### config.mk
export PLATFORM = sky130hd
export DESIGN_NAME = date_string_to_day_count_core
export DESIGN_NICKNAME = d
export VERILOG_FILES = /design/src/hw/rtl/dsdc_pkg.sv /design/src/hw/rtl/date_string_to_day_count_core.sv /design/src/hw/rtl/dsdc_parser.sv /design/src/hw/rtl/dsdc_convert.sv
export SDC_FILE = /design/constraint.sdc
export NUM_CORES = 1
export LEC_CHECK = 0
export ABC_AREA = 1
export BUFFER_PORTS_ARGS = -buffer_cell sky130_fd_sc_hd__buf_2
export CAP_MARGIN = 20
export CORE_MARGIN = 8
export CORE_UTILIZATION = 62
export CTS_BUF_LIST = sky130_fd_sc_hd__clkbuf_16
export DETAILED_ROUTE_END_ITERATION = 10
export PLACE_DENSITY = 0.81
export SLEW_MARGIN = 20
export SYNTH_ARGS = -nofsm -noshare
export SYNTH_HDL_FRONTEND = slang
export SYNTH_SLANG_ARGS = --single-unit
### constraint.sdc
create_clock -name clk -period 7.2 [get_ports clk]
set_clock_uncertainty 0.2 [all_clocks]
set_input_delay 0.36 -clock clk [delete_from_list [all_inputs] [get_ports clk]]
set_output_delay 0.36 -clock clk [all_outputs]
set_load 0.02 [all_outputs]
### src/hw/rtl/dsdc_pkg.sv
// ----------------------------------------------------------------------------
// dsdc_pkg
// Types, constants and calendar tables shared by the date parser blocks.
// ----------------------------------------------------------------------------
package dsdc_pkg;

	localparam int YEAR_BITS_DEF   = 16;
	localparam int CHAR_W          = 8;
	localparam int DAY_COUNT_W     = 25;
	localparam int YEAR_VALUE_W    = 16;
	localparam int MONTH_W         = 4;
	localparam int DAY_W           = 5;
	localparam int STATUS_W        = 4;
	localparam int MON_ACC_W       = 5;
	localparam int DAY_ACC_W       = 6;
	localparam int DAYS_PER_YEAR   = 365;
	localparam int MONTHS_PER_YEAR = 12;

	localparam logic [CHAR_W-1:0] DOT_CHAR   = 8'h2E;
	localparam logic [CHAR_W-1:0] DIGIT_ZERO = 8'h30;
	localparam logic [CHAR_W-1:0] DIGIT_NINE = 8'h39;

	// Parse phase, one-hot.
	typedef enum logic [3:0] {
		PH_YEAR  = 4'b0001,
		PH_MONTH = 4'b0010,
		PH_DAY   = 4'b0100,
		PH_HALT  = 4'b1000
	} phase_t;

	typedef enum logic [STATUS_W-1:0] {
		ST_OK             = 4'd0,
		ST_NO_YEAR        = 4'd1,
		ST_BAD_YEAR       = 4'd2,
		ST_BAD_AFTER_YEAR = 4'd3,
		ST_NO_MONTH       = 4'd4,
		ST_BAD_MONTH      = 4'd5,
		ST_BAD_AFTER_MON  = 4'd6,
		ST_NO_DAY         = 4'd7,
		ST_BAD_DAY        = 4'd8,
		ST_TRAILING       = 4'd9
	} status_t;

	// Control part of the parser state touched when a field closes.
	typedef struct packed {
		phase_t  ph;
		logic    seen;
		status_t err;
	} close_t;

	// Final parse of one string, handed to the conversion stage.
	typedef struct packed {
		logic [MON_ACC_W-1:0] month_acc;
		logic [DAY_ACC_W-1:0] day_acc;
		status_t              status;
	} snap_t;

	function automatic logic [4:0] month_len(input logic [MON_ACC_W-1:0] m);
		logic [4:0] len;
		case (m)
			5'd1:    len = 5'd31;
			5'd2:    len = 5'd28;
			5'd3:    len = 5'd31;
			5'd4:    len = 5'd30;
			5'd5:    len = 5'd31;
			5'd6:    len = 5'd30;
			5'd7:    len = 5'd31;
			5'd8:    len = 5'd31;
			5'd9:    len = 5'd30;
			5'd10:   len = 5'd31;
			5'd11:   len = 5'd30;
			5'd12:   len = 5'd31;
			default: len = 5'd0;
		endcase
		return len;
	endfunction

	function automatic logic [8:0] days_before(input logic [MONTH_W-1:0] m);
		logic [8:0] days;
		case (m)
			4'd1:    days = 9'd0;
			4'd2:    days = 9'd31;
			4'd3:    days = 9'd59;
			4'd4:    days = 9'd90;
			4'd5:    days = 9'd120;
			4'd6:    days = 9'd151;
			4'd7:    days = 9'd181;
			4'd8:    days = 9'd212;
			4'd9:    days = 9'd243;
			4'd10:   days = 9'd273;
			4'd11:   days = 9'd304;
			4'd12:   days = 9'd334;
			default: days = 9'd0;
		endcase
		return days;
	endfunction

	function automatic logic month_ok(input logic [MON_ACC_W-1:0] m);
		return (m != '0) && (m <= MON_ACC_W'(MONTHS_PER_YEAR));
	endfunction

	function automatic logic day_ok(input logic [MON_ACC_W-1:0] m,
			input logic [DAY_ACC_W-1:0] d);
		return month_ok(m) && (d != '0) && (d <= DAY_ACC_W'(month_len(m)));
	endfunction

	// End of a field's digit run: check it and pick the next phase or error.
	function automatic close_t close_field(input close_t s, input logic year_ovf,
			input logic mon_good, input logic day_good, input logic at_end,
			input logic dot);
		close_t r;
		r = s;
		case (s.ph)
			PH_YEAR: begin
				if (!s.seen) begin
					r.ph = PH_HALT; r.err = ST_NO_YEAR;
				end else if (year_ovf) begin
					r.ph = PH_HALT; r.err = ST_BAD_YEAR;
				end else if (at_end) begin
					r.ph = PH_HALT;
				end else if (dot) begin
					r.ph = PH_MONTH; r.seen = 1'b0;
				end else begin
					r.ph = PH_HALT; r.err = ST_BAD_AFTER_YEAR;
				end
			end
			PH_MONTH: begin
				if (!s.seen) begin
					r.ph = PH_HALT; r.err = ST_NO_MONTH;
				end else if (!mon_good) begin
					r.ph = PH_HALT; r.err = ST_BAD_MONTH;
				end else if (at_end) begin
					r.ph = PH_HALT;
				end else if (dot) begin
					r.ph = PH_DAY; r.seen = 1'b0;
				end else begin
					r.ph = PH_HALT; r.err = ST_BAD_AFTER_MON;
				end
			end
			PH_DAY: begin
				if (!s.seen) begin
					r.ph = PH_HALT; r.err = ST_NO_DAY;
				end else if (!day_good) begin
					r.ph = PH_HALT; r.err = ST_BAD_DAY;
				end else if (at_end) begin
					r.ph = PH_HALT;
				end else begin
					r.ph = PH_HALT; r.err = ST_TRAILING;
				end
			end
			default: begin
				r = s;
			end
		endcase
		return r;
	endfunction

endpackage

### src/hw/rtl/date_string_to_day_count_core.sv
// ----------------------------------------------------------------------------
// date_string_to_day_count_core
// Parses YYYY.MM.DD text, one character per transfer, into a 365-day count.
// ----------------------------------------------------------------------------
// The core takes one character per clock while char_stall is low and returns
// one result for every character transfer that carries last_char, through
// stage one and the result register. Month and day are optional. Parsing
// stops at the first error and the rest of the string is skipped up to its
// last character. The result gives the day count (year*365 + days before the
// month + day - 1), the year, month and day after fallbacks, and a status
// code; a missing or overflowing year gives all zero counts, a bad month
// forces month and day to 1, a bad day forces the day to 1. The next string
// can start in the cycle right after the last character of the previous one.
// Throughput is one character per cycle while char_stall is low; the
// per-character digit update and the year-by-365 multiply in the conversion
// stage set the cycle time. A result waiting on result_stall holds the
// conversion stage, and a full conversion stage raises char_stall.
// ----------------------------------------------------------------------------
module date_string_to_day_count_core import dsdc_pkg::*; #(
	parameter int YEAR_BITS = YEAR_BITS_DEF
) (
	input  logic                     clk,
	input  logic                     arst_n,

	// character channel
	input  logic                     char_valid,
	output logic                     char_stall,
	input  logic [CHAR_W-1:0]        char_code,
	input  logic                     last_char,

	// result channel
	output logic                     result_valid,
	input  logic                     result_stall,
	output logic [DAY_COUNT_W-1:0]   day_count,
	output logic [YEAR_VALUE_W-1:0]  year_value,
	output logic [MONTH_W-1:0]       month_value,
	output logic [DAY_W-1:0]         day_value,
	output logic [STATUS_W-1:0]      status
);

	logic                 char_xfer;
	logic                 take;
	logic                 valid_s1;
	logic [YEAR_BITS:0]   year_s1;
	snap_t                snap_s1;

	// Stall characters only while a finished parse waits in stage one and the
	// result register cannot take it; otherwise take a character every cycle.
	assign char_stall = valid_s1 && !take;
	assign char_xfer  = char_valid && !char_stall;

	// Parse state advances on each character transfer; on the last character
	// the finished parse drops into stage one and the state clears for the
	// next string.
	dsdc_parser #(
		.YEAR_BITS (YEAR_BITS)
	) u_parser (
		.clk       (clk),
		.arst_n    (arst_n),
		.accept    (char_xfer),
		.char_code (char_code),
		.last_char (last_char),
		.take      (take),
		.valid_s1  (valid_s1),
		.year_s1   (year_s1),
		.snap_s1   (snap_s1)
	);

	// Apply fallbacks, form the day count and hold it in the result register
	// until the result transfer.
	dsdc_convert #(
		.YEAR_BITS (YEAR_BITS)
	) u_convert (
		.clk          (clk),
		.arst_n       (arst_n),
		.valid_s1     (valid_s1),
		.year_s1      (year_s1),
		.snap_s1      (snap_s1),
		.result_stall (result_stall),
		.take         (take),
		.result_valid (result_valid),
		.day_count    (day_count),
		.year_value   (year_value),
		.month_value  (month_value),
		.day_value    (day_value),
		.status       (status)
	);

endmodule

### src/hw/rtl/dsdc_parser.sv
// ----------------------------------------------------------------------------
// dsdc_parser
// Character-by-character parse state and the first pipeline stage that holds
// the finished parse of a string.
// ----------------------------------------------------------------------------
module dsdc_parser import dsdc_pkg::*; #(
	parameter int YEAR_BITS = YEAR_BITS_DEF
) (
	input  logic                clk,
	input  logic                arst_n,
	input  logic                accept,
	input  logic [CHAR_W-1:0]   char_code,
	input  logic                last_char,
	input  logic                take,
	output logic                valid_s1,
	output logic [YEAR_BITS:0]  year_s1,
	output snap_t               snap_s1
);

	localparam int YPW = YEAR_BITS + 5;
	localparam logic [YPW-1:0] YEAR_CAP = YPW'(1) << YEAR_BITS;

	phase_t                 phase_q;
	logic [YEAR_BITS:0]     year_q;
	logic [MON_ACC_W-1:0]   month_q;
	logic [DAY_ACC_W-1:0]   day_q;
	logic                   seen_q;
	status_t                err_q;

	logic                   is_digit;
	logic [3:0]             digit;
	logic [YPW-1:0]         ypush;
	logic [8:0]             mpush;
	logic [9:0]             dpush;
	logic [YEAR_BITS:0]     ysat;
	logic [MON_ACC_W-1:0]   msat;
	logic [DAY_ACC_W-1:0]   dsat;
	close_t                 c0;
	close_t                 c1;
	close_t                 c2;
	logic [YEAR_BITS:0]     y1;
	logic [MON_ACC_W-1:0]   m1;
	logic [DAY_ACC_W-1:0]   d1;

	assign is_digit = (char_code >= DIGIT_ZERO) && (char_code <= DIGIT_NINE);
	assign digit    = 4'(char_code - DIGIT_ZERO);

	// acc*10 + digit as two shifted copies, then saturate
	assign ypush = YPW'({year_q, 3'b000}) + YPW'({year_q, 1'b0}) + YPW'(digit);
	assign mpush = 9'({month_q, 3'b000}) + 9'({month_q, 1'b0}) + 9'(digit);
	assign dpush = 10'({day_q, 3'b000}) + 10'({day_q, 1'b0}) + 10'(digit);
	assign ysat  = (ypush > YEAR_CAP) ? YEAR_CAP[YEAR_BITS:0] : ypush[YEAR_BITS:0];
	assign msat  = (mpush > 9'd31) ? 5'd31 : mpush[MON_ACC_W-1:0];
	assign dsat  = (dpush > 10'd63) ? 6'd63 : dpush[DAY_ACC_W-1:0];

	assign c0 = '{ph: phase_q, seen: seen_q, err: err_q};

	always_comb begin
		c1 = c0;
		y1 = year_q;
		m1 = month_q;
		d1 = day_q;
		if (phase_q != PH_HALT) begin
			if (is_digit) begin
				c1.seen = 1'b1;
				case (phase_q)
					PH_YEAR:  y1 = ysat;
					PH_MONTH: m1 = msat;
					PH_DAY:   d1 = dsat;
					default:  y1 = year_q;
				endcase
			end else begin
				c1 = close_field(c0, year_q[YEAR_BITS], month_ok(month_q),
					day_ok(month_q, day_q), 1'b0, char_code == DOT_CHAR);
			end
		end
		// end of string closes whatever field is still open
		c2 = close_field(c1, y1[YEAR_BITS], month_ok(m1), day_ok(m1, d1), 1'b1, 1'b0);
	end

	always_ff @(posedge clk or negedge arst_n) begin
		if (!arst_n) begin
			phase_q <= PH_YEAR;
			year_q  <= '0;
			month_q <= '0;
			day_q   <= '0;
			seen_q  <= 1'b0;
			err_q   <= ST_OK;
		end else if (accept) begin
			if (last_char) begin
				phase_q <= PH_YEAR;
				year_q  <= '0;
				month_q <= '0;
				day_q   <= '0;
				seen_q  <= 1'b0;
				err_q   <= ST_OK;
			end else begin
				phase_q <= c1.ph;
				year_q  <= y1;
				month_q <= m1;
				day_q   <= d1;
				seen_q  <= c1.seen;
				err_q   <= c1.err;
			end
		end
	end

	always_ff @(posedge clk or negedge arst_n) begin
		if (!arst_n) begin
			valid_s1 <= 1'b0;
		end else if (accept && last_char) begin
			valid_s1 <= 1'b1;
		end else if (take) begin
			valid_s1 <= 1'b0;
		end
	end

	always_ff @(posedge clk) begin
		if (accept && last_char) begin
			year_s1           <= y1;
			snap_s1.month_acc <= m1;
			snap_s1.day_acc   <= d1;
			snap_s1.status    <= c2.err;
		end
	end

endmodule

### src/hw/rtl/dsdc_convert.sv
// ----------------------------------------------------------------------------
// dsdc_convert
// Applies the fallbacks for bad fields and forms the 365-day count into the
// result register.
// ----------------------------------------------------------------------------
module dsdc_convert import dsdc_pkg::*; #(
	parameter int YEAR_BITS = YEAR_BITS_DEF
) (
	input  logic                     clk,
	input  logic                     arst_n,
	input  logic                     valid_s1,
	input  logic [YEAR_BITS:0]       year_s1,
	input  snap_t                    snap_s1,
	input  logic                     result_stall,
	output logic                     take,
	output logic                     result_valid,
	output logic [DAY_COUNT_W-1:0]   day_count,
	output logic [YEAR_VALUE_W-1:0]  year_value,
	output logic [MONTH_W-1:0]       month_value,
	output logic [DAY_W-1:0]         day_value,
	output logic [STATUS_W-1:0]      status
);

	localparam int YW = YEAR_BITS + 1;
	localparam int CW = YW + 10;

	logic                          out_free;
	logic                          year_err;
	logic [YW-1:0]                 year_eff;
	logic [MONTH_W-1:0]            mon_eff;
	logic [DAY_W-1:0]              day_eff;
	logic [CW-1:0]                 count;
	logic [CW+DAY_COUNT_W-1:0]     count_ext;
	logic [YW+YEAR_VALUE_W-1:0]    year_ext;

	logic                          result_valid_q;
	logic [DAY_COUNT_W-1:0]        count_q;
	logic [YEAR_VALUE_W-1:0]       year_q;
	logic [MONTH_W-1:0]            month_q;
	logic [DAY_W-1:0]              day_q;
	logic [STATUS_W-1:0]           status_q;

	assign out_free = !result_valid_q || !result_stall;
	assign take     = valid_s1 && out_free;

	assign year_err = (snap_s1.status == ST_NO_YEAR) || (snap_s1.status == ST_BAD_YEAR);
	assign year_eff = year_err ? '0 : year_s1;
	assign mon_eff  = month_ok(snap_s1.month_acc) ? snap_s1.month_acc[MONTH_W-1:0] : 4'd1;
	assign day_eff  = day_ok(snap_s1.month_acc, snap_s1.day_acc) ?
		snap_s1.day_acc[DAY_W-1:0] : 5'd1;

	assign count = CW'(year_eff) * CW'(DAYS_PER_YEAR) + CW'(days_before(mon_eff))
		+ CW'(day_eff) - CW'(1);

	// zero-extend then trim to the port widths
	assign count_ext = {{DAY_COUNT_W{1'b0}}, count};
	assign year_ext  = {{YEAR_VALUE_W{1'b0}}, year_eff};

	always_ff @(posedge clk or negedge arst_n) begin
		if (!arst_n) begin
			result_valid_q <= 1'b0;
		end else if (out_free) begin
			result_valid_q <= valid_s1;
		end
	end

	always_ff @(posedge clk) begin
		if (take) begin
			count_q  <= count_ext[DAY_COUNT_W-1:0];
			year_q   <= year_ext[YEAR_VALUE_W-1:0];
			month_q  <= mon_eff;
			day_q    <= day_eff;
			status_q <= snap_s1.status;
		end
	end

	assign result_valid = result_valid_q;
	assign day_count    = count_q;
	assign year_value   = year_q;
	assign month_value  = month_q;
	assign day_value    = day_q;
	assign status       = status_q;

endmodule

==> results.toml <==
[outcome]
status = "completed"

[power_and_ir_drop]
total_power_mw = 7.11
leakagePower_nw = 7.08
powerDensity_mw_per_mm2 = 534
ir_worst_vdd_mv = 0.458

[die]
floorplan.initialDensity_pct = 62.7
dieArea_mm2 = 0.0243
die_x_um = 156
die_h_um = 156
rows = 51
ios = 69
coreArea_mm2 = 0.0193

[sta]
setup_tns_ns = 0
slew_headroom_pct = 29.6
fin_crit_ns = 6.46
clock.fmax_mhz = 155
rsz0062_at_grt = "false"
worst_slew_pin_slew_ns = 1.06
hold_viol = 0
setup_violations = 0
finalCritPeriodShare_pct = 89.8
setup_ws_ns = 0.735
maxSlewViolCount = 0

[synth]
netlist_area_mm2 = 0.0121
ys_seq_elements = 128
ys.flop_type = "edfxtp_1"
synth_area_per_cell_um2 = 8.59
yosys.cell_types.count = 49
synth-edff-count = 86
synth_top_area_share_pct = 21.3
async_flop_share_pct = 30.5
ys_warn_count = 0
ys_seq_area_share_pct = 29.8
netlist_instances = 1412
synth_fp_nets = 1679
synth_area_leader_cell = "edfxtp_1"
synth_area_leaders = "edfxtp_1 21%, ha_1 17%, fa_1 15%"

[finish]
fillCellCount = 1558
layoutNonFillerInstCount = 1769
final_area_mm2 = 0.0133
drive_above_1_share_pct = 10.4
num_antenna_cells = 0
nets = 1758
area_growth_pct = 9.70

[critical_path]
crit_arrival_ns = 6.44
slowest_stage = "fa_1"
crit_type = "reg2reg"
required_ns = 7.18
crit_chain = "nor2_1 -> o21ai_0 -> a31oi_1 -> inv_1 -> nor2_1 -> inv_1 -> ha_1 -> o21ai_0 -> inv_1 -> fa_1 -> ha_1 -> ha_1 -> fa_1 -> ha_1 -> inv_1 -> fa_1 -> o21ai_0 -> a21oi_1 -> o21ai_0 -> nand4_1 -> nand2_1 -> nand3_1 -> nand2_1 -> xor2_1"
r2r_slack_ns = 0.74
slowest_delay_ns = 0.52
critPathBufInv = 4
end_kind = "flop"
worstSetupStartpointType = "flop"
cp_top_family = "adder cells"
critPathMaxFanout = 7

[global_route]
grt_max_degree = 55
grt_pass1_vias = 9652
overflow = 0
track_usage_pct = 23.6
grt_pass1_wl_um = 45900
antenna_found_initial = 1

[cts]
ctsLongestPathBuffers = 2
cts-root-buf = "clkbuf_16"
cts_tree = "built"
cts_setup_buffers = 0
htreeDepth = 4
numClockSinks = 128
cts_resized = 0
insertion_delay_ns = 0.43
clkTransAtPathRegs_ns = 0.06
cts_buffers = 17
cts_hold_repair.buffers = 2

[detailed_routing]
firstDrtPassIters = 6
wl_per_cell_um = 15.6
via_per_inst = 5.41
num_vias = 9572
routed_wl_um = 27600
antenna_left = 0
drc = 0
dr.first_iter.drc_count = 814

[flow_run]
cap_violations = 0

[hold_path]
holdCritPathClass = "in2reg"

[place]
dpl_cell_area_mm2 = 0.0128
pre_cts_slack_ns = 0.857
hpwl_um = 21600
place.gp.congestion = 0.912
dp.cells = 1735
port_buffers = 68
## tightest hold or removal path: stages
cell and delay [ns]:
buf_2 0.10, nor2_2 0.18, nand2_1 0.13, nand2_1 0.04
## registers in the layout, indices dropped and copies added, names as in the netlist, 5 cells and up, named ones only
name                  count
u_convert.day_value       5
u_parser.year_s1         17
u_parser.day_q            6
u_convert.day_count      25
u_convert.year_value     16
u_parser.snap_s1         15
u_parser.year_q          17
u_parser.month_q          5
## worst paths after layout
kind | from | end | depth (start not counted)
max | u_parser.snap_s1[10] | u_convert.day_count[18] | 24
min | last_char | u_parser.year_q[14] | 4
max reg2reg | u_parser.snap_s1[10] | u_convert.day_count[18] | 24
min reg2reg | u_parser.snap_s1[2] | u_convert.status[2] | 0
max in group asynchronous | arst_n | u_parser.year_q[13] | 2
min in group asynchronous | arst_n | u_parser.valid_s1 | 2
## routing by layer
| layer | routed length [µm] | GRT usage (%) | vias up | part of all wire (%) |
|---|---|---|---|---|
| met5 | 13 | 0 | - | 0.047 |
| met2 | 13100 | 40.0 | 336 | 48 |
| met1 | 11900 | 29.4 | 4500 | 43 |
| met3 | 1610 | 3.71 | 85 | 5.8 |
| li1 | - | - | 4649 | - |
| met4 | 969 | 10.3 | 2 | 3.5 |
## power breakdown
part	switching [mW]	internal, mW	total, mW
sequential	0.0396	1.24	1.28
clock	0.334	0.429	0.764
combinational	3.08	1.99	5.07
## cells by family after synthesis
family | Yosys count | synth area share [%]
compound gates | 150 | 7.17
xor+xnor | 35 | 2.53
simple gates | 557 | 19.5
flops | 128 | 29.8
fa+ha+maj | 254 | 32.0
buf+inv | 288 | 9.02
## cell usage after synthesis, drive strengths merged (14+ instances only)
cell / number
nor2: 113
o21ai: 50
ha: 161
inv: 273
edfxtp: 86
nand3: 56
nand2: 356
dfrtp: 38
a21oi: 59
xor2: 22
fa: 93
nor3: 14
## per-stage QoR
step | utilization [%] | hold slack, ns
after global routing | 68.8 | 0.239
after floorplan | - | -0.136
after CTS | 68.8 | 0.213
after global placement | 66.1 | 0.229
after detailed placement | 66.1 | 0.235
final | 68.8 | 0.236
## placed cells by master, fill, tap and decap left out, types with 5 or more instances in the layout
cell type,count
nor2_1,107
o21ai_0,43
nand4_1,11
a21oi_1,57
clkbuf_16,17
o22ai_1,13
fa_1,93
inv_1,273
clkinv_2,7
a31oi_1,6
nand2_2,31
nor2_2,5
nand2_1,325
dfrtp_1,38
xor2_1,22
xnor2_1,13
buf_2,68
o211ai_1,7
edfxtp_1,86
ha_1,161
nor3_1,10
nand3_1,53
## final cells by class
type                       instances  area (µm²)  area share [%]
inverter                         276        1040            7.81
sequential                       128        3620            27.2
multi-input combinational        996        7430            55.9
timing repair buffer              72         375            2.82
clock buffer                      17         425            3.20
tap                              265         332            2.49
clock inverter                    15        82.6           0.621
No activity file was read; power rests on OpenSTA's default activity.
